### src/hdl/adc_ladder_key_debouncer_assert.svh
// Assertion macros shared by the key decoder RTL.
`ifndef ADC_LADDER_KEY_DEBOUNCER_ASSERT_SVH
`define ADC_LADDER_KEY_DEBOUNCER_ASSERT_SVH

// Same-cycle implication, checked on every rising clock edge outside reset.
`define ALD_ASSERT(label, ante, cons) \
   label: assert property (@(posedge clock) disable iff (reset) (ante) |-> (cons)) \
      else $error("assertion failed");

// Next-cycle implication.
`define ALD_ASSERT_NEXT(label, ante, cons) \
   label: assert property (@(posedge clock) disable iff (reset) (ante) |=> (cons)) \
      else $error("assertion failed");

`endif

### src/hdl/ald_pkg.sv
// Package: constants, types and codes of the ladder key decoder.
package ald_pkg;

   localparam int SAMPLE_BITS = 16;
   localparam int COUNT_BITS  = 8;

   localparam int SCALE_W = 12;
   localparam int FS_W    = 16;
   localparam int DEB_W   = 8;
   localparam int KEY_W   = 3;
   localparam int STAT_W  = 2;
   localparam int NUM_W   = SAMPLE_BITS + SCALE_W + 1;
   localparam int CNT_W   = $clog2(NUM_W);
   localparam int CMP_W   = (COUNT_BITS > DEB_W) ? COUNT_BITS : DEB_W;
   localparam int ADDR_W  = 5;
   localparam int DATA_W  = 32;

   localparam logic [SCALE_W-1:0] SCALE_MAX = SCALE_W'(4095);

   localparam logic [FS_W-1:0]    FULL_SCALE_RST    = FS_W'(4095);
   localparam logic [DEB_W-1:0]   DEBOUNCE_RST      = DEB_W'(20);
   localparam logic [SCALE_W-1:0] THRESH_DOWN_RST   = SCALE_W'(515);
   localparam logic [SCALE_W-1:0] THRESH_UP_RST     = SCALE_W'(990);
   localparam logic [SCALE_W-1:0] THRESH_RIGHT_RST  = SCALE_W'(1457);
   localparam logic [SCALE_W-1:0] THRESH_LEFT_RST   = SCALE_W'(1935);
   localparam logic [SCALE_W-1:0] THRESH_CENTER_RST = SCALE_W'(2457);

   typedef enum logic [KEY_W-1:0] {
      KEY_NONE   = 3'd0,
      KEY_DOWN   = 3'd1,
      KEY_UP     = 3'd2,
      KEY_RIGHT  = 3'd3,
      KEY_LEFT   = 3'd4,
      KEY_CENTER = 3'd5
   } key_type;

   typedef enum logic [STAT_W-1:0] {
      ST_FREE         = 2'd0,
      ST_PRESSED      = 2'd1,
      ST_PRESS_EDGE   = 2'd2,
      ST_RELEASE_EDGE = 2'd3
   } status_type;

   typedef enum logic [2:0] {
      REG_FULL_SCALE    = 3'd0,
      REG_DEBOUNCE      = 3'd1,
      REG_THRESH_DOWN   = 3'd2,
      REG_THRESH_UP     = 3'd3,
      REG_THRESH_RIGHT  = 3'd4,
      REG_THRESH_LEFT   = 3'd5,
      REG_THRESH_CENTER = 3'd6
   } reg_index_type;

   typedef enum logic [2:0] {
      DIV_IDLE,
      DIV_MUL,
      DIV_BIAS,
      DIV_RUN,
      DIV_HOLD
   } div_state_type;

   typedef struct packed {
      logic [FS_W-1:0]    full_scale;
      logic [DEB_W-1:0]   debounce_ticks;
      logic [SCALE_W-1:0] thresh_down;
      logic [SCALE_W-1:0] thresh_up;
      logic [SCALE_W-1:0] thresh_right;
      logic [SCALE_W-1:0] thresh_left;
      logic [SCALE_W-1:0] thresh_center;
   } cfg_type;

   typedef struct packed {
      logic start;
      logic sink_free;
   } div_ctrl_type;

   typedef struct packed {
      logic               idle;
      logic               done;
      logic [SCALE_W-1:0] quotient;
   } div_stat_type;

   typedef struct packed {
      key_type    current_key;
      key_type    last_pressed_key;
      status_type press_status;
   } key_out_type;

endpackage

### src/hdl/ald_req_if.sv
// Input channel: one raw converter sample per item.
interface ald_req_if;
   logic                          valid;
   logic                          ready;
   logic [ald_pkg::SAMPLE_BITS-1:0] adc_sample;

   modport source (output valid, output adc_sample, input ready);
   modport sink (input valid, input adc_sample, output ready);
endinterface

### src/hdl/ald_rsp_if.sv
// Result channel: scaled value, keys and status per item.
interface ald_rsp_if;
   logic                          valid;
   logic                          ready;
   logic [ald_pkg::SCALE_W-1:0]   scaled_value;
   logic [ald_pkg::KEY_W-1:0]     current_key;
   logic [ald_pkg::KEY_W-1:0]     last_pressed_key;
   logic [ald_pkg::STAT_W-1:0]    press_status;

   modport source (output valid, output scaled_value, output current_key,
                   output last_pressed_key, output press_status, input ready);
   modport sink (input valid, input scaled_value, input current_key,
                 input last_pressed_key, input press_status, output ready);
endinterface

### src/hdl/ald_csr.sv
// APB-style register file holding the decoder configuration.
module ald_csr (
   input  logic                         clock,
   input  logic                         reset,
   input  logic                         psel,
   input  logic                         penable,
   input  logic                         pwrite,
   input  logic [ald_pkg::ADDR_W-1:0]   paddr,
   input  logic [ald_pkg::DATA_W-1:0]   pwdata,
   output logic [ald_pkg::DATA_W-1:0]   prdata,
   output logic                         pready,
   output ald_pkg::cfg_type             cfg
);

   ald_pkg::cfg_type       cfg_ff;
   ald_pkg::cfg_type       cfg_in;
   ald_pkg::reg_index_type index;
   logic                   wr_en;

   assign index  = ald_pkg::reg_index_type'(paddr[ald_pkg::ADDR_W-1:2]);
   assign wr_en  = psel & penable & pwrite;
   assign pready = 1'b1;
   assign cfg    = cfg_ff;

   always_comb begin
      cfg_in = cfg_ff;
      if (wr_en) begin
         case (index)
            ald_pkg::REG_FULL_SCALE:    cfg_in.full_scale = pwdata[ald_pkg::FS_W-1:0];
            ald_pkg::REG_DEBOUNCE:      cfg_in.debounce_ticks = pwdata[ald_pkg::DEB_W-1:0];
            ald_pkg::REG_THRESH_DOWN:   cfg_in.thresh_down = pwdata[ald_pkg::SCALE_W-1:0];
            ald_pkg::REG_THRESH_UP:     cfg_in.thresh_up = pwdata[ald_pkg::SCALE_W-1:0];
            ald_pkg::REG_THRESH_RIGHT:  cfg_in.thresh_right = pwdata[ald_pkg::SCALE_W-1:0];
            ald_pkg::REG_THRESH_LEFT:   cfg_in.thresh_left = pwdata[ald_pkg::SCALE_W-1:0];
            ald_pkg::REG_THRESH_CENTER: cfg_in.thresh_center = pwdata[ald_pkg::SCALE_W-1:0];
            default: ;
         endcase
      end
   end

   always_comb begin
      case (index)
         ald_pkg::REG_FULL_SCALE:    prdata = ald_pkg::DATA_W'(cfg_ff.full_scale);
         ald_pkg::REG_DEBOUNCE:      prdata = ald_pkg::DATA_W'(cfg_ff.debounce_ticks);
         ald_pkg::REG_THRESH_DOWN:   prdata = ald_pkg::DATA_W'(cfg_ff.thresh_down);
         ald_pkg::REG_THRESH_UP:     prdata = ald_pkg::DATA_W'(cfg_ff.thresh_up);
         ald_pkg::REG_THRESH_RIGHT:  prdata = ald_pkg::DATA_W'(cfg_ff.thresh_right);
         ald_pkg::REG_THRESH_LEFT:   prdata = ald_pkg::DATA_W'(cfg_ff.thresh_left);
         ald_pkg::REG_THRESH_CENTER: prdata = ald_pkg::DATA_W'(cfg_ff.thresh_center);
         default:                    prdata = '0;
      endcase
   end

   always_ff @(posedge clock) begin
      if (reset) begin
         cfg_ff.full_scale     <= ald_pkg::FULL_SCALE_RST;
         cfg_ff.debounce_ticks <= ald_pkg::DEBOUNCE_RST;
         cfg_ff.thresh_down    <= ald_pkg::THRESH_DOWN_RST;
         cfg_ff.thresh_up      <= ald_pkg::THRESH_UP_RST;
         cfg_ff.thresh_right   <= ald_pkg::THRESH_RIGHT_RST;
         cfg_ff.thresh_left    <= ald_pkg::THRESH_LEFT_RST;
         cfg_ff.thresh_center  <= ald_pkg::THRESH_CENTER_RST;
      end else begin
         cfg_ff <= cfg_in;
      end
   end

endmodule

### src/hdl/ald_divider.sv
// Bit-serial rescaler: (v*4095 + fs/2) / fs, saturated to 12 bits.
module ald_divider (
   input  logic                              clock,
   input  logic                              reset,
   input  ald_pkg::div_ctrl_type             ctrl,
   input  logic [ald_pkg::SAMPLE_BITS-1:0]   sample,
   input  logic [ald_pkg::FS_W-1:0]          full_scale,
   output ald_pkg::div_stat_type             stat
);

   ald_pkg::div_state_type        state_ff, state_in;
   logic [ald_pkg::NUM_W-1:0]     num_ff, num_in;
   logic [ald_pkg::FS_W-1:0]      fs_ff, fs_in;
   logic [ald_pkg::FS_W-1:0]      rem_ff, rem_in;
   logic [ald_pkg::SCALE_W-1:0]   q_ff, q_in;
   logic                          ovf_ff, ovf_in;
   logic [ald_pkg::CNT_W-1:0]     cnt_ff, cnt_in;
   logic [ald_pkg::FS_W:0]        trial;
   logic [ald_pkg::FS_W:0]        diff;
   logic                          ge;

   assign trial = {rem_ff, num_ff[ald_pkg::NUM_W-1]};
   assign ge    = trial >= {1'b0, fs_ff};
   assign diff  = trial - {1'b0, fs_ff};

   always_comb begin
      state_in = state_ff;
      num_in   = num_ff;
      fs_in    = fs_ff;
      rem_in   = rem_ff;
      q_in     = q_ff;
      ovf_in   = ovf_ff;
      cnt_in   = cnt_ff;
      stat.idle     = 1'b0;
      stat.done     = 1'b0;
      stat.quotient = ovf_ff ? ald_pkg::SCALE_MAX : q_ff;
      case (state_ff)
         ald_pkg::DIV_IDLE: begin
            stat.idle = 1'b1;
            if (ctrl.start) begin
               num_in   = ald_pkg::NUM_W'(sample);
               fs_in    = (full_scale == '0) ? ald_pkg::FS_W'(ald_pkg::SCALE_MAX) : full_scale;
               state_in = ald_pkg::DIV_MUL;
            end
         end
         ald_pkg::DIV_MUL: begin
            // v*4095 as v*4096 - v
            num_in   = (num_ff << ald_pkg::SCALE_W) - num_ff;
            state_in = ald_pkg::DIV_BIAS;
         end
         ald_pkg::DIV_BIAS: begin
            num_in   = num_ff + ald_pkg::NUM_W'(fs_ff >> 1);
            rem_in   = '0;
            q_in     = '0;
            ovf_in   = 1'b0;
            cnt_in   = ald_pkg::CNT_W'(ald_pkg::NUM_W - 1);
            state_in = ald_pkg::DIV_RUN;
         end
         ald_pkg::DIV_RUN: begin
            rem_in = ge ? diff[ald_pkg::FS_W-1:0] : trial[ald_pkg::FS_W-1:0];
            num_in = num_ff << 1;
            q_in   = {q_ff[ald_pkg::SCALE_W-2:0], ge};
            ovf_in = ovf_ff | q_ff[ald_pkg::SCALE_W-1];
            cnt_in = cnt_ff - 1'b1;
            if (cnt_ff == '0) begin
               state_in = ald_pkg::DIV_HOLD;
            end
         end
         ald_pkg::DIV_HOLD: begin
            if (ctrl.sink_free) begin
               stat.done = 1'b1;
               state_in  = ald_pkg::DIV_IDLE;
            end
         end
         default: state_in = ald_pkg::DIV_IDLE;
      endcase
   end

   always_ff @(posedge clock) begin
      if (reset) begin
         state_ff <= ald_pkg::DIV_IDLE;
      end else begin
         state_ff <= state_in;
      end
   end

   always_ff @(posedge clock) begin
      num_ff <= num_in;
      fs_ff  <= fs_in;
      rem_ff <= rem_in;
      q_ff   <= q_in;
      ovf_ff <= ovf_in;
      cnt_ff <= cnt_in;
   end

endmodule

### src/hdl/ald_debounce.sv
// Threshold decode and debounce of the ladder key.
module ald_debounce (
   input  logic                            clock,
   input  logic                            reset,
   input  logic                            update,
   input  logic [ald_pkg::SCALE_W-1:0]     scaled,
   input  ald_pkg::cfg_type                cfg,
   output ald_pkg::key_out_type            key_out
);

   ald_pkg::key_type                  cand;
   ald_pkg::key_type                  cand_ff, cand_in;
   ald_pkg::key_type                  acc_ff, acc_in;
   ald_pkg::key_type                  prev_ff, prev_in;
   logic [ald_pkg::COUNT_BITS-1:0]    stable_ff, stable_in;
   logic [ald_pkg::CMP_W-1:0]         deb_ext;
   logic                              settled;

   always_comb begin
      if (scaled < cfg.thresh_down) begin
         cand = ald_pkg::KEY_NONE;
      end else if (scaled < cfg.thresh_up) begin
         cand = ald_pkg::KEY_DOWN;
      end else if (scaled < cfg.thresh_right) begin
         cand = ald_pkg::KEY_UP;
      end else if (scaled < cfg.thresh_left) begin
         cand = ald_pkg::KEY_RIGHT;
      end else if (scaled < cfg.thresh_center) begin
         cand = ald_pkg::KEY_LEFT;
      end else begin
         cand = ald_pkg::KEY_CENTER;
      end
   end

   assign deb_ext = ald_pkg::CMP_W'(cfg.debounce_ticks);

   always_comb begin
      cand_in = cand;
      if (cand != cand_ff) begin
         stable_in = '0;
      end else if ((ald_pkg::CMP_W'(stable_ff) < deb_ext) && (stable_ff != '1)) begin
         stable_in = stable_ff + 1'b1;
      end else begin
         stable_in = stable_ff;
      end
      settled = ald_pkg::CMP_W'(stable_in) >= deb_ext;

      acc_in  = acc_ff;
      prev_in = prev_ff;
      key_out.press_status = (acc_ff == ald_pkg::KEY_NONE) ? ald_pkg::ST_FREE
                                                           : ald_pkg::ST_PRESSED;
      if (settled && (acc_ff != cand)) begin
         acc_in = cand;
         if (cand != ald_pkg::KEY_NONE) begin
            prev_in = cand;
         end
         if (acc_ff == ald_pkg::KEY_NONE && cand != ald_pkg::KEY_NONE) begin
            key_out.press_status = ald_pkg::ST_PRESS_EDGE;
         end else if (acc_ff != ald_pkg::KEY_NONE && cand == ald_pkg::KEY_NONE) begin
            key_out.press_status = ald_pkg::ST_RELEASE_EDGE;
         end else if (cand == ald_pkg::KEY_NONE) begin
            key_out.press_status = ald_pkg::ST_FREE;
         end else begin
            key_out.press_status = ald_pkg::ST_PRESSED;
         end
      end
      key_out.current_key      = acc_in;
      key_out.last_pressed_key = prev_in;
   end

   always_ff @(posedge clock) begin
      if (reset) begin
         cand_ff   <= ald_pkg::KEY_NONE;
         acc_ff    <= ald_pkg::KEY_NONE;
         prev_ff   <= ald_pkg::KEY_NONE;
         stable_ff <= '0;
      end else if (update) begin
         cand_ff   <= cand_in;
         acc_ff    <= acc_in;
         prev_ff   <= prev_in;
         stable_ff <= stable_in;
      end
   end

endmodule

### src/hdl/adc_ladder_key_debouncer.sv
// Top level: five-way resistor-ladder key decoder with debounce.
//
// Usage:
//   req_chan carries one raw converter sample per item (valid/ready).
//   rsp_chan returns one item per sample: the sample rescaled to 12 bits,
//   the debounced key, the last pressed key and the key status.
//   Registers (full scale, debounce count, five thresholds) sit on the
//   APB-style port at byte address 4*i; write them only while idle.
// Processing:
//   An item is processed one at a time. The rescale divider retires one
//   numerator bit per cycle over SAMPLE_BITS+13 bits, after the multiply
//   and bias setup states and before the hold state that hands the result
//   off; a new sample is taken once the divider is back to idle.
// Reset: synchronous; registers return to their defaults, the debounce
//   state clears to no key and no result is pending.
// Stall: a result waits in the output register while the next sample is
//   taken and divided; the divider then holds its quotient until the
//   output register drains.
module adc_ladder_key_debouncer (
   input  logic                        clock,
   input  logic                        reset,
   ald_req_if.sink                     req_chan,
   ald_rsp_if.source                   rsp_chan,
   input  logic                        psel,
   input  logic                        penable,
   input  logic                        pwrite,
   input  logic [ald_pkg::ADDR_W-1:0]  paddr,
   input  logic [ald_pkg::DATA_W-1:0]  pwdata,
   output logic [ald_pkg::DATA_W-1:0]  prdata,
   output logic                        pready
);

   `include "adc_ladder_key_debouncer_assert.svh"

   ald_pkg::cfg_type              cfg;
   ald_pkg::div_ctrl_type         div_ctrl;
   ald_pkg::div_stat_type         div_stat;
   ald_pkg::key_out_type          key_out;

   logic                          rsp_valid_ff, rsp_valid_in;
   logic [ald_pkg::SCALE_W-1:0]   rsp_scaled_ff, rsp_scaled_in;
   ald_pkg::key_out_type          rsp_key_ff, rsp_key_in;

   ald_csr u_csr (
      .clock   (clock),
      .reset   (reset),
      .psel    (psel),
      .penable (penable),
      .pwrite  (pwrite),
      .paddr   (paddr),
      .pwdata  (pwdata),
      .prdata  (prdata),
      .pready  (pready),
      .cfg     (cfg)
   );

   assign req_chan.ready = div_stat.idle;
   // start, sink_free
   assign div_ctrl       = {req_chan.valid & div_stat.idle, ~rsp_valid_ff | rsp_chan.ready};

   ald_divider u_divider (
      .clock      (clock),
      .reset      (reset),
      .ctrl       (div_ctrl),
      .sample     (req_chan.adc_sample),
      .full_scale (cfg.full_scale),
      .stat       (div_stat)
   );

   ald_debounce u_debounce (
      .clock   (clock),
      .reset   (reset),
      .update  (div_stat.done),
      .scaled  (div_stat.quotient),
      .cfg     (cfg),
      .key_out (key_out)
   );

   always_comb begin
      rsp_valid_in  = rsp_valid_ff & ~rsp_chan.ready;
      rsp_scaled_in = rsp_scaled_ff;
      rsp_key_in    = rsp_key_ff;
      if (div_stat.done) begin
         rsp_valid_in  = 1'b1;
         rsp_scaled_in = div_stat.quotient;
         rsp_key_in    = key_out;
      end
   end

   always_ff @(posedge clock) begin
      if (reset) begin
         rsp_valid_ff <= 1'b0;
      end else begin
         rsp_valid_ff <= rsp_valid_in;
      end
   end

   always_ff @(posedge clock) begin
      rsp_scaled_ff <= rsp_scaled_in;
      rsp_key_ff    <= rsp_key_in;
   end

   assign rsp_chan.valid            = rsp_valid_ff;
   assign rsp_chan.scaled_value     = rsp_scaled_ff;
   assign rsp_chan.current_key      = rsp_key_ff.current_key;
   assign rsp_chan.last_pressed_key = rsp_key_ff.last_pressed_key;
   assign rsp_chan.press_status     = rsp_key_ff.press_status;

   `ALD_ASSERT(a_load_only_when_free, div_stat.done, (!rsp_valid_ff || rsp_chan.ready))
   `ALD_ASSERT_NEXT(a_done_gives_item, div_stat.done, rsp_valid_ff)
   `ALD_ASSERT(a_press_edge_has_key, (rsp_valid_ff && rsp_key_ff.press_status == ald_pkg::ST_PRESS_EDGE), (rsp_key_ff.current_key != ald_pkg::KEY_NONE))
   `ALD_ASSERT(a_last_tracks_current, (rsp_valid_ff && rsp_key_ff.current_key != ald_pkg::KEY_NONE), (rsp_key_ff.last_pressed_key == rsp_key_ff.current_key))

endmodule

### src/flat_wrapper.sv
// flat-port wrapper written by rule: the top's interface ports become plain ports
module adc_ladder_key_debouncer_flat 
  (clock, reset, psel, penable, pwrite, paddr, pwdata, prdata, pready, req_chan_valid, req_chan_adc_sample, req_chan_ready, rsp_chan_valid, rsp_chan_scaled_value, rsp_chan_current_key, rsp_chan_last_pressed_key, rsp_chan_press_status, rsp_chan_ready);
  ald_req_if req_chan_i ();
  ald_rsp_if rsp_chan_i ();
  input  logic clock;
  input  logic reset;
  input  logic psel;
  input  logic penable;
  input  logic pwrite;
  input  logic [ald_pkg::ADDR_W-1:0] paddr;
  input  logic [ald_pkg::DATA_W-1:0] pwdata;
  output logic [ald_pkg::DATA_W-1:0] prdata;
  output logic pready;
  input wire logic [$bits(req_chan_i.valid)-1:0] req_chan_valid;
  input wire logic [$bits(req_chan_i.adc_sample)-1:0] req_chan_adc_sample;
  output wire logic [$bits(req_chan_i.ready)-1:0] req_chan_ready;
  output wire logic [$bits(rsp_chan_i.valid)-1:0] rsp_chan_valid;
  output wire logic [$bits(rsp_chan_i.scaled_value)-1:0] rsp_chan_scaled_value;
  output wire logic [$bits(rsp_chan_i.current_key)-1:0] rsp_chan_current_key;
  output wire logic [$bits(rsp_chan_i.last_pressed_key)-1:0] rsp_chan_last_pressed_key;
  output wire logic [$bits(rsp_chan_i.press_status)-1:0] rsp_chan_press_status;
  input wire logic [$bits(rsp_chan_i.ready)-1:0] rsp_chan_ready;
  assign req_chan_i.valid = req_chan_valid;
  assign req_chan_i.adc_sample = req_chan_adc_sample;
  assign req_chan_ready = req_chan_i.ready;
  assign rsp_chan_valid = rsp_chan_i.valid;
  assign rsp_chan_scaled_value = rsp_chan_i.scaled_value;
  assign rsp_chan_current_key = rsp_chan_i.current_key;
  assign rsp_chan_last_pressed_key = rsp_chan_i.last_pressed_key;
  assign rsp_chan_press_status = rsp_chan_i.press_status;
  assign rsp_chan_i.ready = rsp_chan_ready;
  adc_ladder_key_debouncer u_core (.clock(clock), .reset(reset), .req_chan(req_chan_i), .rsp_chan(rsp_chan_i), .psel(psel), .penable(penable), .pwrite(pwrite), .paddr(paddr), .pwdata(pwdata), .prdata(prdata), .pready(pready));
endmodule
### config.mk
export PLATFORM = sky130hd
export DESIGN_NAME = adc_ladder_key_debouncer_flat
export DESIGN_NICKNAME = d
export VERILOG_FILES = /design/src/hdl/ald_pkg.sv /design/src/hdl/ald_req_if.sv /design/src/hdl/ald_rsp_if.sv /design/src/hdl/ald_csr.sv /design/src/hdl/ald_divider.sv /design/src/hdl/ald_debounce.sv /design/src/hdl/adc_ladder_key_debouncer.sv /design/src/flat_wrapper.sv
export VERILOG_INCLUDE_DIRS = /design/src /design/src/hdl
export SDC_FILE = /design/constraint.sdc
export NUM_CORES = 1
export LEC_CHECK = 0
export ABC_AREA = 1
export BUFFER_PORTS_ARGS = -buffer_cell sky130_fd_sc_hd__buf_2
export CAP_MARGIN = 10
export CORE_MARGIN = 1.5
export CORE_UTILIZATION = 45
export DETAILED_ROUTE_END_ITERATION = 7
export GPL_TIMING_DRIVEN = 1
export PLACE_DENSITY_LB_ADDON = 0.08
export RECOVER_POWER = 50
export SETUP_SLACK_MARGIN = 0.3
export SYNTH_ARGS = -nofsm -noshare
export SYNTH_HDL_FRONTEND = slang
export SYNTH_SLANG_ARGS = --single-unit
### constraint.sdc
create_clock -name clock -period 3.8 [get_ports clock]
set_input_delay 0.57 -clock clock [delete_from_list [all_inputs] [get_ports clock]]
set_output_delay 0.57 -clock clock [all_outputs]
set_load 0.01 [all_outputs]
==> results of run 1 <==
[final cells by class]
class                           instances  area (sq um)
Tap cell                              390           488
Fill cell                            2836         13500
Sequential cell                       204          5070
Clock inverter                         11          81.3
Multi-Input combinational cell       1202          7620
Inverter                              263          1000
Clock buffer                           37           744
Timing Repair Buffer                  145           966
[power by group through the flow]
stage | Sequential [W] | Combinational [W] | Clock, W
after global routing | 0.00345 | 0.00692 | 0.00253
after global placement | 0.00343 | 0.00561 | 0
after floorplan | 0.00330 | 0.00409 | 0
final | 0.00341 | 0.00620 | 0.00241
after CTS | 0.00340 | 0.00599 | 0.00245
after detailed placement | 0.00343 | 0.00567 | 0
[worst min-delay path, delay by kind of cell]
family | cells | cell delay [ns]
compound gates | 2 | 0.18
buf+inv | 1 | 0.07
[cells by family after synthesis]
kind of cell | count (synthesis) | synth area share (%)
XOR/XNOR | 32 | 2.14
adder cells (fa/ha/maj) | 122 | 11.5
AND/OR/NAND/NOR | 540 | 17.8
AO/OA/AOI/OAI | 490 | 20.9
flip-flops | 204 | 37.8
other | 2 | 0.0560
buffers and inverters | 327 | 9.81
[per-stage QoR]
stage	TNS, ns	total power, W	instances
after floorplan	0	0.00738	1732
after global placement	-2.54	0.00904	2189
after detailed placement	-2.76	0.00910	2189
after CTS	0	0.0118	2245
after global routing	-3.25	0.0129	2252
final	0	0.0120	2252
[placed cells by master (no fill, tap or decap), types with 28 or more instances in the layout]
master,Yosys,layout
nand3_1,63,58
ha_1,120,102
inv_1,254,249
clkbuf_16,0,28
nand2_1,300,280
edfxtp_1,99,99
nor2_1,91,83
dfxtp_1,105,105
buf_4,17,53
a21oi_1,204,190
buf_2,2,79
o21ai_0,161,152
[state kept, by name, indices dropped and copies added, names as in the netlist, 5 cells and up]
signal / cells
u_core.u_divider.rem_ff: 16
u_core.rsp_chan.scaled_value: 12
u_core.u_divider.cnt_ff: 5
u_core.u_csr.cfg: 84
u_core.u_divider.fs_ff: 16
u_core.u_divider.num_ff: 29
u_core.u_divider.q_ff: 12
u_core.u_debounce.stable_ff: 8
[final timing paths]
| check | endpoint | slack [ns] | cells past startpoint |
|---|---|---|---|
| worst max-delay path | u_core.u_debounce.acc_ff[1]$_SDFFE_PP0P_ | 0.008 | 27 |
| worst min-delay path | u_core.u_csr.cfg[80]$_SDFFE_PP0P_ | 0.32 | 3 |
| worst max register to register | u_core.u_debounce.acc_ff[1]$_SDFFE_PP0P_ | 0.008 | 27 |
| worst min register to register | u_core.u_csr.cfg[24]$_SDFFE_PP1P_ | 0.49 | 2 |
[per-layer routing]
metal | track usage (%) | vias up | part of all wire (%)
li1 | - | 6108 | -
met1 | 33.7 | 5722 | 45
met2 | 43.7 | 337 | 47
met3 | 2.88 | 69 | 5.3
met4 | 7.34 | 0 | 2.4
met5 | 0 | - | 0
[repair_timing]
action	4_1_cts	5_1_grt
gates cloned	1	0
setup endpoints to repair	13	13
hold endpoints to repair	0	0
gates resized for setup	78	31
pin swaps	42	30
setup buffers	7	7
==> out/metrics.cfg, run 1 <==
[run_status]
status=complete, no violations

[timing]
drv_slew=0
finClkSkew_ns=0.0110
min_period_over_period_pct=99.8
finalSetupViolations=0
clock.fmax_ghz=0.264
relSlewSlack_pct=53.4
rsz0062_at_grt=true
tightest_slew_ns=0.698
fin_ws_ns=0.00785
fin_crit_ns=3.79
hold_violations=0
hold_slack_ns=0.325

[synthesis]
synthFlopType=dfxtp_1
synth_seq_cells=204
netlist_area_sq_um=13400
seq_area_frac_synth_pct=37.8
synth_area_per_cell_sq_um=7.81
synth_top_area_share_pct=22.2
synth_most_common_cell=nand2_1
synth_top_area_cell=edfxtp_1
synthTopCellsByCount=300 x nand2_1, 254 x inv_1, 204 x a21oi_1
synthArstFlopShare_pct=0
yosys_warnings=0
netlist_top_cells_area=edfxtp_1 22%, dfxtp_1 16%, ha_1 11%
synth_edf_count=99
synthDistinctLibCells=53
postSynthCellCount=1717

[setup_path]
cp.required_ns=4.22
cp.arrival_ns=4.21
path_class=register to register
r2r_start=u_core.u_divider.ovf_ff$_DFFE_PP_
cpPeakStageDelay_ns=0.42
end_kind=register
cp-start-kind=register
path_max_fanout=8
cpMaxStageDelayCell=edfxtp_1
crit_buf_inv=7
cp_top_family=simple AND/OR/NAND/NOR gates
crit_start=u_core.u_divider.ovf_ff$_DFFE_PP_

[global_route]
grt_pass1_wl_um=62300
grt_pass1_vias=11800
antenna_found_initial=0
grt_use_total_pct=25.4
grt-ovfl-total=0
grt_max_degree=61

[clocking]
clk_latency_ns=0.53
postCtsHoldBufs=0
clk_pin_slew_ns=0.06
tritoncts=done
htreeDepth=1
clock_sinks=204
cts_buffers=26
root_buffer=clkbuf_16
cts_buffer_depth=3

[worst_hold_path]
worstHoldPathType=primary input to register
min_from=pwdata[12]

[detailed_routing]
ant_nets=0
vias_per_cell=5.43
drcViolationCount=0
first_pass_iters=6
drt-initial-drc-count=847
num_vias=12200
wirelength_um=39500
wl_per_cell_um=17.5

[floorplanning]
fp-row-count=63
fp.dieW_um=176
io_pins=115
fp.coreArea_sq_um=29500
die_h_um=176
initial_core_util_pct=45.5
die_area_sq_um=30900

[placed_design]
dp_slack_ns=-0.252
portBuffers=79
post_dp_cell_area_sq_um=14500
gp_congestion=0.929
hpwl_um=28800

[power_and_ir_drop]
p_int_w=0.00667
pwr_density_cell_nw_per_um2=752
ir_drop_v=0.000383
switching_share_pct=44.5
leakagePower_nw=7.02
p_clk_share_pct=20.0
comb_power_share_pct=51.6
seqPwrFrac_pct=28.4
p_sw_w=0.00535

[final_layout]
fin_util_pct=54.2
design_area_sq_um=16000
antenna_cells=0
drive_gt1_share_pct=17.5
area_growth_pct=19.1
final_nets=2024

[job]
maxCapViolCount=0

No activity file was read; power rests on OpenSTA's default activity.
==> run 2: changes to the inputs <==
- clock period: 3.8 -> 4.5 ns (I/O delays scaled with it)
==> out/metrics.cfg, run 2 (synthesis gave the netlist of run 1 again) <==
[setup_path]
cp-start-kind=register  ; unchanged
cp_top_family=simple AND/OR/NAND/NOR gates  ; unchanged
cpPeakStageDelay_ns=0.49  ; was 0.42 ns
path_max_fanout=8  ; unchanged
cp_common_cell=nand2_1
cp.required_ns=4.77  ; was 4.22 ns
path_class=register to register  ; unchanged
r2r_start=u_core.u_divider.ovf_ff$_DFFE_PP_  ; unchanged
crit_buf_inv=5  ; was 7
cp.arrival_ns=4.36  ; was 4.21 ns
end_kind=register  ; unchanged
crit_start=u_core.u_divider.ovf_ff$_DFFE_PP_  ; unchanged
cpMaxStageDelayCell=edfxtp_1  ; unchanged

[detailed_routing]
num_vias=12000  ; was 12200
drcViolationCount=0  ; unchanged
wl_per_cell_um=17.3  ; was 17.5 um
first_pass_iters=5  ; was 6
vias_per_cell=5.44  ; was 5.43
drt-initial-drc-count=883  ; was 847
ant_nets=0  ; unchanged
wirelength_um=38100  ; was 39500 um

[floorplanning]
fp.dieW_um=176  ; unchanged
io_pins=115  ; unchanged
die_area_sq_um=30900  ; unchanged
fp.coreArea_sq_um=29500  ; unchanged
die_h_um=176  ; unchanged
fp-row-count=63  ; unchanged
initial_core_util_pct=45.5  ; unchanged

[timing]
fin_crit_ns=4.09  ; was 3.79 ns
clock.fmax_ghz=0.245  ; was 0.264 GHz
fin_setup_tns_ns=0  ; unchanged
tightest_slew_ns=2.09  ; was 0.698 ns
drv_slew=69  ; was 0
rsz0062_at_grt=false  ; was true
min_period_over_period_pct=90.9  ; was 99.8%
hold_slack_ns=0.456  ; was 0.325 ns
finalSetupViolations=0  ; unchanged
relSlewSlack_pct=-39.6  ; was 53.4%
hold_violations=0  ; unchanged
finClkSkew_ns=0.0271  ; was 0.0110 ns

[clocking]
root_buffer=clkbuf_16  ; unchanged
clock_sinks=204  ; unchanged
htreeDepth=1  ; unchanged
cts_buffers=24  ; was 26
clk_pin_slew_ns=0.06  ; about the same
cts_buffer_depth=3  ; unchanged
tritoncts=done  ; unchanged
clk_latency_ns=0.53  ; about the same

[job]
maxCapViolCount=2  ; was 0

[final_layout]
antenna_cells=0  ; unchanged
final_nets=1980  ; was 2024
design_area_sq_um=15000  ; was 16000 sq um
area_growth_pct=11.5  ; was 19.1%
drive_gt1_share_pct=9.80  ; was 17.5%
multi_input_area_sq_um=7140  ; was 7620 sq um
seq_area_sq_um=5070  ; unchanged
n_fill_cell=2909  ; was 2836
largest_reg_flops=84  ; unchanged
layout_commonest_cell=nand2_1  ; unchanged
mostFrequentLayoutCells=294 x nand2_1, 254 x inv_1, 200 x a21oi_1, 160 x o21ai_0, 119 x ha_1  ; was 280 x nand2_1, 249 x inv_1, 190 x a21oi_1, 152 x o21ai_0, 105 x dfxtp_1
fin_util_pct=50.7  ; was 54.2%

[run_status]
failed_checks=capacitance limit, slew limit
status=finished with violations  ; was complete, no violations

[placed_design]
portBuffers=79  ; unchanged
hpwl_um=28200  ; was 28800 um
gp_congestion=0.951  ; was 0.929
post_dp_cell_area_sq_um=14200  ; was 14500 sq um

[global_route]
antenna_found_initial=0  ; unchanged
grt-ovfl-total=0  ; unchanged
grt_use_total_pct=24.5  ; was 25.4%
grt_pass1_vias=11200  ; was 11800
grt_max_degree=54  ; was 61
grt_pass1_wl_um=59800  ; was 62300 um

[worst_hold_path]
worstHoldPathType=primary input to register  ; unchanged
min_from=pwdata[14]  ; was pwdata[12]

[power_and_ir_drop]
fin_total_pwr_w=0.00942  ; was 0.0120 W
ir_drop_v=0.000283  ; was 0.000383 V
leakagePower_nw=6.59  ; was 7.02 nW
pwr_density_cell_nw_per_um2=630  ; was 752 nW/um^2

==> run 2: cell count changes in the layout (fill, tap and decap cells not counted), sizes merged <==
cell | before | now
clkbuf | 37 | 68
o2111ai | 16 | 15
clkinvlp | 1 | 0
clkinv | 9 | 10
buf | 145 | 71
bufinv | 1 | 0
inv | 263 | 262
==> run 2: worst paths after layout <==
kind	endpoint	slack, ns	cells after the start
setup / recovery	u_core.rsp_chan.last_pressed_key[1]$_DFFE_PP_	0.41	26
hold / removal	u_core.u_csr.cfg[82]$_SDFFE_PP0P_	0.46	3
setup reg to reg	u_core.rsp_chan.last_pressed_key[1]$_DFFE_PP_	0.41	26
hold reg to reg	u_core.u_csr.cfg[46]$_SDFFE_PP0P_	0.49	2
==> run 2: where the power goes <==
group          switching, W  internal, W  total, W
clock              0.000770      0.00102   0.00179
combinational       0.00314      0.00159   0.00473
sequential         0.000365      0.00253   0.00289
total               0.00427      0.00514   0.00942
==> run 2: routing by layer <==
layer	wire length [um]	global-route usage [%]	vias to the layer above
met4	931	7.02	0
met2	18000	41.9	361
met3	2150	2.75	64
met1	17000	32.5	5552
met5	0	0	-
li1	-	-	6029
==> run 2: worst min-delay path, delay by kind of cell <==
kind / cells / cell delay, ns
buffers and inverters: 1 / 0.07
AO/OA/AOI/OAI: 2 / 0.18
==> run 2: layout make-up <==
class	count	share of cell area, %
Inverter	263	6.70
Tap cell	390	3.26
Timing Repair Buffer	103	3.55
Clock buffer	36	4.45
Multi-Input combinational cell	1201	47.8
Sequential cell	204	33.9
Clock inverter	8	0.310
Timing Repair inverter	1	0.0418
==> run 2: timing repair <==
action / in CTS / in global routing
cloned: 0 / 1
hold buffers: 0 / 0
setup endpoints to repair: 13 / 13
pin swaps: 0 / 13
resized for setup: 7 / 26
buffers inserted: 0 / 7
==> run 2: stage by stage <==
| stage | worst slack (ns) | cells |
|---|---|---|
| 4_1_cts | 0.375 | 2198 |
| 5_1_grt | 0.128 | 2206 |
| 3_5_place_dp | 0.140 | 2154 |
| 3_3_place_gp | 0.163 | 2154 |
| 6_report | 0.411 | 2206 |
| 2_1_floorplan | 0.828 | 1732 |
==> run 3: changes to the inputs <==
==> constraint.sdc (replaced) <==
create_clock -name clock -period 4.5 [get_ports clock]
set_input_delay 0.675 -clock clock [delete_from_list [all_inputs] [get_ports clock]]
set_output_delay 0.675 -clock clock [all_outputs]
set_load 0.1 [all_outputs]
==> out/metrics.cfg, run 3 (synthesis gave the netlist of run 1 again) <==
[detailed_routing]
wl_per_cell_um=17.4  ; was 17.3 um
wirelength_um=38500  ; was 38100 um
drcViolationCount=0  ; unchanged
vias_per_cell=5.45  ; was 5.44
ant_nets=0  ; unchanged
drt-initial-drc-count=956  ; was 883
first_pass_iters=5  ; unchanged
num_vias=12100  ; was 12000

[global_route]
grt_use_total_pct=24.5  ; about the same
grt-ovfl-total=0  ; unchanged
grt_pass1_vias=11100  ; was 11200
antenna_found_initial=0  ; unchanged
grt_max_degree=54  ; unchanged
grt_pass1_wl_um=59400  ; was 59800 um

[timing]
fin_ws_ns=0.500  ; was 0.411 ns
finClkSkew_ns=0.0283  ; was 0.0271 ns
hold_slack_ns=0.419  ; was 0.456 ns
rsz0062_at_grt=true  ; was false
relSlewSlack_pct=-41.0  ; was -39.6%
drv_slew=92  ; was 69
fin_setup_tns_ns=0  ; unchanged
clock.fmax_ghz=0.250  ; was 0.245 GHz
min_period_over_period_pct=88.9  ; was 90.9%
finalSetupViolations=0  ; unchanged
fin_crit_ns=4.00  ; was 4.09 ns
tightest_slew_ns=2.11  ; was 2.09 ns
hold_violations=0  ; unchanged

[clocking]
clk_pin_slew_ns=0.06  ; about the same
root_buffer=clkbuf_16  ; unchanged
cts_buffer_depth=3  ; unchanged
tritoncts=done  ; unchanged
htreeDepth=1  ; unchanged
clk_latency_ns=0.55  ; was 0.53 ns
cts_buffers=26  ; was 24
postCtsHoldBufs=0  ; unchanged
clock_sinks=204  ; unchanged

[setup_path]
path_class=register to register  ; unchanged
cpMaxStageDelayCell=nor2_1  ; was edfxtp_1
path_max_fanout=6  ; was 8
cp.arrival_ns=4.42  ; was 4.36 ns
end_kind=register  ; unchanged
cp.required_ns=4.92  ; was 4.77 ns
cp-start-kind=register  ; unchanged
cp_common_cell=nand2_1  ; unchanged
worstPathCellList=buf_4 -> nor2_1 -> nand2_1 -> nand2_1 -> nand2_1 -> nand2_1 -> nand2_1 -> a21oi_2 -> nand2_1 -> nand2_2 -> nand2_2 -> nand2_4 -> xor2_4 -> nand2_4 -> nor2_2 -> ha_1 -> a21oi_1 -> o2111ai_4 -> nand2_1 -> o21ai_0 -> o21ai_1 -> inv_1
cpPeakStageDelay_ns=0.58  ; was 0.49 ns

[final_layout]
largest_reg_flops=84  ; unchanged
area_growth_pct=14.3  ; was 11.5%
final_nets=1986  ; was 1980
layout_commonest_cell=nand2_1  ; unchanged
n_fill_cell=2929  ; was 2909
fin_cells=2214  ; was 2206
mostFrequentLayoutCells=289 x nand2_1, 255 x inv_1, 198 x a21oi_1, 158 x o21ai_0, 114 x ha_1  ; was 294 x nand2_1, 254 x inv_1, 200 x a21oi_1, 160 x o21ai_0, 119 x ha_1
antenna_cells=0  ; unchanged
multi_input_area_sq_um=7330  ; was 7140 sq um
seq_area_sq_um=5070  ; unchanged
drive_gt1_share_pct=12.0  ; was 9.80%

[placed_design]
gp_congestion=0.951  ; about the same
dp_cells=2155  ; was 2154
dp_slack_ns=0.123  ; was 0.140 ns
hpwl_um=28200  ; about the same
portBuffers=79  ; unchanged

[power_and_ir_drop]
pwr_density_cell_nw_per_um2=670  ; was 630 nW/um^2
ir_drop_v=0.000319  ; was 0.000283 V
leakagePower_nw=6.74  ; was 6.59 nW
fin_total_pwr_w=0.0103  ; was 0.00942 W

[floorplanning]
initial_core_util_pct=45.5  ; unchanged
die_h_um=176  ; unchanged
io_pins=115  ; unchanged
fp-row-count=63  ; unchanged
die_area_sq_um=30900  ; unchanged
fp.coreArea_sq_um=29500  ; unchanged
fp.dieW_um=176  ; unchanged

[run_status]
status=finished with violations  ; unchanged
failed_checks=capacitance limit, slew limit  ; unchanged

[worst_hold_path]
worstHoldPathType=primary input to register  ; unchanged

[job]
maxCapViolCount=3  ; was 2

-- run 3: worst paths after layout --
check                           slack, ns                                        to                         startpoint  cells past startpoint
worst max-delay path                 0.50  u_core.u_debounce.acc_ff[2]$_SDFFE_PP0P_  u_core.u_divider.ovf_ff$_DFFE_PP_                     22
worst min-delay path                 0.42          u_core.rsp_chan.valid$_SDFF_PP0_                     rsp_chan_ready                      4
worst min register to register       0.49         u_core.u_csr.cfg[46]$_SDFFE_PP0P_  u_core.u_csr.cfg[46]$_SDFFE_PP0P_                      2
worst max register to register       0.50  u_core.u_debounce.acc_ff[2]$_SDFFE_PP0P_  u_core.u_divider.ovf_ff$_DFFE_PP_                     22
-- run 3: power breakdown --
group	switching, W	internal (W)
logic	0.00364	0.00165
registers	0.000358	0.00253
clock network	0.000830	0.00127
total	0.00483	0.00544
-- run 3: layout make-up --
type / count / area share, %
clock buffer: 37 / 4.85
clock inverter: 11 / 0.799
tap: 390 / 3.18
timing repair inverter: 1 / 0.0326
multi-input combinational: 1202 / 47.8
sequential: 204 / 33.1
timing repair buffer: 106 / 3.77
inverter: 263 / 6.49
-- run 3: timing repair --
item / in CTS / in global routing
gates cloned: 1 / 1
endpoints found under the setup margin: 13 / 13
gates resized for setup: 8 / 45
pin swaps: 0 / 17
setup buffers: 1 / 8
hold endpoints to repair: 0 / 0
-- run 3: through the flow --
stage	util, %	cell area [sq um]
6_report	52.0	15300
5_1_grt	52.0	15300
4_1_cts	51.2	15100
3_5_place_dp	48.1	14200
3_3_place_gp	48.1	14200
2_1_floorplan	-	13500
-- run 3: critical path, delay by kind of cell, from the launching register on --
| kind | cells | cell delay (ns) |
|---|---|---|
| compound gates | 5 | 1.12 |
| flops | 1 | 0.44 |
| buf+inv | 2 | 0.22 |
| xor+xnor | 1 | 0.17 |
| simple gates | 13 | 1.67 |
| fa+ha+maj | 1 | 0.26 |
-- run 3: layer usage --
metal | track usage, % | wire length (um) | vias up
met5 | 0 | 0 | -
met4 | 6.09 | 913 | 0
met3 | 3.20 | 2110 | 65
met2 | 42.1 | 18400 | 350
met1 | 32.4 | 17200 | 5597
li1 | - | - | 6045
